[src/sv/sdtb_pkg.sv]
// shared types, constants and codes of the depth-tested sprite blitter
package sdtb_pkg;

   // texture tile side, a power of two
   localparam int TILE        = 64;
   localparam int TILE_BITS   = $clog2(TILE);
   localparam int TEX_ENTRIES = TILE * TILE;
   localparam int TEX_AW      = 2 * TILE_BITS;

   // columns that carry a wall depth
   localparam int MAX_COLUMNS = 2048;
   localparam int COL_AW      = $clog2(MAX_COLUMNS);

   // item modes
   localparam logic [1:0] MODE_TEXEL = 2'd0;
   localparam logic [1:0] MODE_DEPTH = 2'd1;
   localparam logic [1:0] MODE_DRAW  = 2'd2;

   // register indexes
   localparam logic REG_WIDTH  = 1'b0;
   localparam logic REG_HEIGHT = 1'b1;

   localparam logic [12:0] RESET_WIDTH  = 13'd640;
   localparam logic [12:0] RESET_HEIGHT = 13'd480;

   typedef struct packed {
      logic [1:0]         mode;
      logic [11:0]        address;
      logic [31:0]        data;
      logic signed [15:0] x_offset;
      logic signed [15:0] y_offset;
      logic [13:0]        sprite_size;
      logic [23:0]        sprite_dist;
      logic [13:0]        column;
      logic [13:0]        row;
   } req_item_type;

   typedef struct packed {
      logic [23:0] pixel_address;
      logic [31:0] color;
   } rsp_item_type;

   // item state carried down the pipeline
   typedef struct packed {
      logic [1:0]  mode;
      logic        keep;
      logic [11:0] address;
      logic [31:0] data;
      logic [23:0] pix_addr;
   } pipe_type;

   // texel coordinate division state
   typedef struct packed {
      logic [13:0]          rem_x;
      logic [13:0]          rem_y;
      logic [13:0]          size;
      logic [TILE_BITS-1:0] q_x;
      logic [TILE_BITS-1:0] q_y;
   } div_type;

endpackage

[src/sv/sdtb_divider.sv]
// pipelined restoring division: one quotient bit of each texel coordinate per stage
module sdtb_divider (
   input  logic               clock,
   input  logic               reset,
   input  logic               en,
   input  logic               in_valid,
   input  sdtb_pkg::pipe_type in_pipe,
   input  sdtb_pkg::div_type  in_div,
   output logic               out_valid,
   output sdtb_pkg::pipe_type out_pipe,
   output sdtb_pkg::div_type  out_div
);

   localparam int NSTAGE = sdtb_pkg::TILE_BITS;

   logic               v_ff [NSTAGE];
   sdtb_pkg::pipe_type p_ff [NSTAGE];
   sdtb_pkg::div_type  d_ff [NSTAGE];

   // remainder stays below size, so doubling fits in 15 bits
   function automatic sdtb_pkg::div_type div_step(input sdtb_pkg::div_type d);
      sdtb_pkg::div_type r;
      logic [14:0]       dx, dy;
      logic              gx, gy;
      r  = d;
      dx = {d.rem_x, 1'b0};
      dy = {d.rem_y, 1'b0};
      gx = dx >= {1'b0, d.size};
      gy = dy >= {1'b0, d.size};
      r.rem_x = gx ? 14'(dx - {1'b0, d.size}) : dx[13:0];
      r.rem_y = gy ? 14'(dy - {1'b0, d.size}) : dy[13:0];
      r.q_x   = {d.q_x[NSTAGE-2:0], gx};
      r.q_y   = {d.q_y[NSTAGE-2:0], gy};
      return r;
   endfunction

   always_ff @(posedge clock) begin
      if (reset) begin
         for (int k = 0; k < NSTAGE; k++) begin
            v_ff[k] <= 1'b0;
         end
      end else if (en) begin
         v_ff[0] <= in_valid;
         for (int k = 1; k < NSTAGE; k++) begin
            v_ff[k] <= v_ff[k-1];
         end
      end
   end

   always_ff @(posedge clock) begin
      if (en) begin
         p_ff[0] <= in_pipe;
         d_ff[0] <= div_step(in_div);
         for (int k = 1; k < NSTAGE; k++) begin
            p_ff[k] <= p_ff[k-1];
            d_ff[k] <= div_step(d_ff[k-1]);
         end
      end
   end

   assign out_valid = v_ff[NSTAGE-1];
   assign out_pipe  = p_ff[NSTAGE-1];
   assign out_div   = d_ff[NSTAGE-1];

endmodule

[config.mk]
export PLATFORM = sky130hd
export DESIGN_NAME = sdtb_divider
export DESIGN_NICKNAME = d
export VERILOG_FILES = /design/src/sv/sdtb_pkg.sv /design/src/sv/sdtb_divider.sv
export SDC_FILE = /design/constraint.sdc
export NUM_CORES = 1
export LEC_CHECK = 0
export BUFFER_PORTS_ARGS = -buffer_cell sky130_fd_sc_hd__buf_2
export CORE_UTILIZATION = 62
export CTS_BUF_LIST = sky130_fd_sc_hd__clkbuf_8
export DETAILED_ROUTE_END_ITERATION = 10
export GPL_TIMING_DRIVEN = 0
export PLACE_DENSITY = 0.82
export SYNTH_ARGS = -nofsm -noshare
export SYNTH_HDL_FRONTEND = slang
export SYNTH_SLANG_ARGS = --single-unit
[constraint.sdc]
create_clock -name clock -period 3.5 [get_ports clock]
set_input_delay 0.175 -clock clock [delete_from_list [all_inputs] [get_ports clock]]
set_output_delay 0.175 -clock clock [all_outputs]
set_load 0.1 [all_outputs]
[Word level (Yosys, flattened, before mapping)]
Memories as Yosys holds them, arrays and structs flattened.
Cells that the tools add are included.
Cells by class
  $add $sub $neg: 12
  $mul: 0
  div/mod/pow operators: 0
  order comparisons: 12
  equality and inequality tests: 0
  shifts and indexed selects: 0
  mux-type cells: 24
  bitwise gates (word level): 6
  reductions and logical operators: 0
Operators with widths (count)
  $ge A15 B14 Y1: 12
  $mux W14: 12
  $sub A14 B14 Y14: 12
  $mux W1: 12
  $or A1 B1 Y1: 6
Storage, ports and cells
  bits in registers: 0
  latch bits: 0
  RAM bits: 756
  bits in read-only memories: 0
  input bits: 129
  output and inout port bits: 126
  memories: 3
Memory list
  p_ff: words 6, width 71, rd ports 6, clocked after Yosys merged registers in 0, write ports 6, line sdtb_divider.sv:17  | sdtb_pkg::pipe_type p_ff [NSTAGE];
  d_ff: words 6, width 54, rd ports 6, clocked after Yosys merged registers in 0, write ports 6, line sdtb_divider.sv:18  | sdtb_pkg::div_type d_ff [NSTAGE];
  v_ff: words 6, width 1, rd ports 6, clocked after Yosys merged registers in 0, write ports 6, line sdtb_divider.sv:16  | logic v_ff [NSTAGE];

[Longest topological paths before layout]
  depth after elaboration: 4
  depth in mapped cells: 10
  gate-level depth less buffers: 9

[Least setup slack after synthesis]
OpenSTA, ideal clock, no wires.
  path kind: register to register
  from: memory d_ff[0][13] (netlist bit)
  to: memory d_ff[1][32] (netlist bit) (data pin)
  library setup time: 0.260 ns
  arrival time: 2.414 ns
  slack: 0.826 ns
  cell stages (with the launch flop): 10
  clock period less this slack: 2.674 ns
  cell sequence: edfxtp_1 inv_1 ha_1 nor2b_1 o31a_1 o31ai_1 o21ai_0 a21oi_2 buf_4 mux2_2
RTL lines (line)
  start, declared: sdtb_divider.sv:18

==> out/metrics.csv <==
stage,metric,value,unit
setup_path,crit path launch type,flop,
pwr,PwrDens,758,mW/mm^2
final_layout,design area,0.0383,mm^2
detailed_routing,post-DR vias/cell,5.87,
cts,htree depth,3,
placement,placed inst area,0.0350,mm^2
floorplan,# rows,83,
yosys,mapped cell area,0.0328,mm^2
detailed_routing,Routed Antenna Nets,0,
sta,Setup TNS,0,ns
sta,RSZ-0062 raised after global routing,no,
placement,DP HPWL,47100,um
yosys,fraction of registers with async set/reset,0,%
sta,final hold violation count,0,
grt,largest net degree at the start of global routing,144,
floorplan,Die Y,232,um
setup_path,Critical Path End Type,flop,
cts,CTS Buffer Depth,3,
floorplan,Die X-Extent,232,um
yosys,ys flop type,edfxtp_1,
sta,skew final,0.0558,ns
min_path,Hold Path Class,input pin to flop,
sta,Period minus WS final,3.37,ns
job,MaxCap Viol Count,0,
placement,GP Congestion,0.929,
placement,Setup WS pre-CTS,0.151,ns
yosys,distinct cell type count after synthesis,79,
yosys,syn_area_per_cell,15.0,um^2
detailed_routing,Initial DRC Count,1562,
yosys,yosys warns,0,
setup_path,CP required,3.93,ns
sta,max-slew headroom at the worst pin,40.0,%
floorplan,Ports,255,
sta,Tightest Pin Transition,0.900,ns
sta,f_max,297,MHz
floorplan,Initial Utilization,63.3,%
setup_path,CP Data Arrival Time,3.79,ns
yosys,Post-Syn Instances,2181,
setup_path,crit path kind,flop to flop,
pwr,Pwr Total,29.0,mW
final_layout,Filler Cells Inserted,3113,
sta,# setup viols final,0,
grt,vias in the first global route,20429,
cts,clk sink count,726,
detailed_routing,drt first pass iters,5,
yosys,synthesized net count,2490,
sta,setup ws final,0.134,ns
final_layout,share of cells above drive strength 1,21.2,%
sta,Final period util,96.2,%
grt,initial antenna violation count,1,
grt,first-pass GRT wire length,107000,um
status,run status,"finished, final reports clean",
final_layout,fin nets,2965,
setup_path,worst-path maximum fanout,10,
floorplan,core area,0.0517,mm^2
sta,fin. max-slew vios,0,
cts,Clock Latency Late Sink,0.72,ns
placement,Port Buffers,242,
detailed_routing,Routed WL,69700,um
grt,Tot GR Track Use,26.0,%
detailed_routing,Post-route DRC,0,
pwr,P_leak,14.8,nW
yosys,sequential share of the synthesized area,66.5,%
detailed_routing,vias post-DR,20118,
grt,grt ovf,0,
cts,CTS buffer count,111,
detailed_routing,Routed wire per std cell,20.3,um
cts,clock slew at reported path FFs,0.08,ns
cts,root buffer selected by CTS,clkbuf_8,
yosys,Post-synth EDFFs,726,
yosys,Yosys reg bits,726,
floorplan,Die ar.,0.0538,mm^2
cts,CTS tree,yes,
sta,worst hold slack,0.00892,ns
final_layout,synth-to-layout area growth,17.0,%
pwr,maximum vdd drop,0.434,mV
[cell type report]
class	count	area, um^2	area share, %
timing repair buffer	362	2510	6.55
inverter	144	541	1.41
buffer	42	218	0.568
multi-input combinational	1269	10200	26.6
antenna	1	2.50	0.00653
clock inverter	95	669	1.75
clock buffer	111	1530	3.99
tap	680	851	2.22
sequential	726	21800	56.9
[worst paths after layout]
path	startpoint	end	slack, ns	cells after the start
max	d_ff[1][13]$_DFFE_PP_	d_ff[2][32]$_DFFE_PP_	0.13	9
min	en	p_ff[4][35]$_DFFE_PP_	0.009	1
max reg2reg	d_ff[1][13]$_DFFE_PP_	d_ff[2][32]$_DFFE_PP_	0.13	9
min reg2reg	p_ff[1][3]$_DFFE_PP_	p_ff[2][3]$_DFFE_PP_	0.40	0
[timing repair]
| item | in CTS | in global routing |
|---|---|---|
| hold buffers | 115 | 0 |
| gates resized for setup | 0 | 1 |
| setup endpoints to repair | 0 | 1 |
| hold endpoints to repair | 125 | 0 |
| setup buffers | 0 | 0 |
[per-stage QoR]
| step | cells | utilization, % |
|---|---|---|
| after floorplan | 2181 | - |
| after global placement | 3103 | 67.3 |
| after detailed placement | 3108 | 67.6 |
| after CTS | 3429 | 74.1 |
| after global routing | 3430 | 74.1 |
| final | 3430 | 74.1 |
[cell families after synthesis]
logic type	count (synthesis)	share of synthesized area [%]
xor gates and xnor gates	90	2.41
muxes	145	5.11
AOI/OAI and AO/OA	448	10.0
buffers and inverters	186	2.31
and+or+nand+nor	406	6.46
adders and majority gates	180	7.15
DFF	726	66.5
[power breakdown]
group / internal (mW) / switching (mW)
Clock: 3.61 / 3.34
Combinational: 3.89 / 6.26
Sequential: 11.3 / 0.624
Total: 18.8 / 10.2
[sequential cells by signal (all words and copies together) (netlist names)]
register  cells
v_ff          6
d_ff        294
p_ff        426
[worst max-delay path, cell delays in order, from the launching register on]
cell and delay, ns:
edfxtp_1 0.42, inv_1 0.20, ha_1 0.28, nor2b_1 0.14, o31a_1 0.27, o31ai_1 0.49
o21ai_1 0.22, a21oi_2 0.38, buf_4 0.29, mux2_2 0.37
[synthesized netlist by cell type (11+ instances only)]
master | count | area share, %
nand2_1 | 58 | 0.66
clkbuf_1 | 28 | 0.32
o21bai_1 | 14 | 0.32
and2_1 | 16 | 0.31
a21o_1 | 41 | 0.94
inv_1 | 144 | 1.6
o21ai_0 | 63 | 0.96
or3_1 | 16 | 0.31
xor2_1 | 42 | 1.1
mux2_2 | 121 | 4.2
a21oi_1 | 104 | 1.6
nor3_1 | 35 | 0.53
o21a_1 | 39 | 0.89
ha_1 | 168 | 6.4
nand3_1 | 46 | 0.70
nor2b_1 | 24 | 0.46
xnor2_1 | 48 | 1.3
nand4b_1 | 13 | 0.35
nand4_1 | 23 | 0.44
fa_1 | 12 | 0.73
nor2_1 | 106 | 1.2
o211ai_1 | 25 | 0.57
mux2_4 | 14 | 0.64
and3_1 | 11 | 0.21
a211oi_1 | 21 | 0.48
edfxtp_1 | 726 | 67
nand2b_1 | 16 | 0.31
o31a_1 | 14 | 0.37
[cell usage in the layout, fill, tap and decap left out, drive strengths merged, types with 48 or more instances in the layout]
cell and count:
a21oi 107, buf 261, clkbuf 139, clkinv 51, dlygate4sd3 115, edfxtp 726
ha 168, inv 179, mux2 135, nand2 58, nor2 106, o21ai 73
xnor2 48
[metal layers]
metal / share of wire, % / vias up / global-route usage [%]
li1: - / 9412 / -
met1: 36 / 9668 / 27.5
met2: 54 / 814 / 48.6
met3: 4.7 / 224 / 3.92
met4: 5.4 / 0 / 15.3
met5: 0 / - / 0
(Power assumes the default switching activity.)
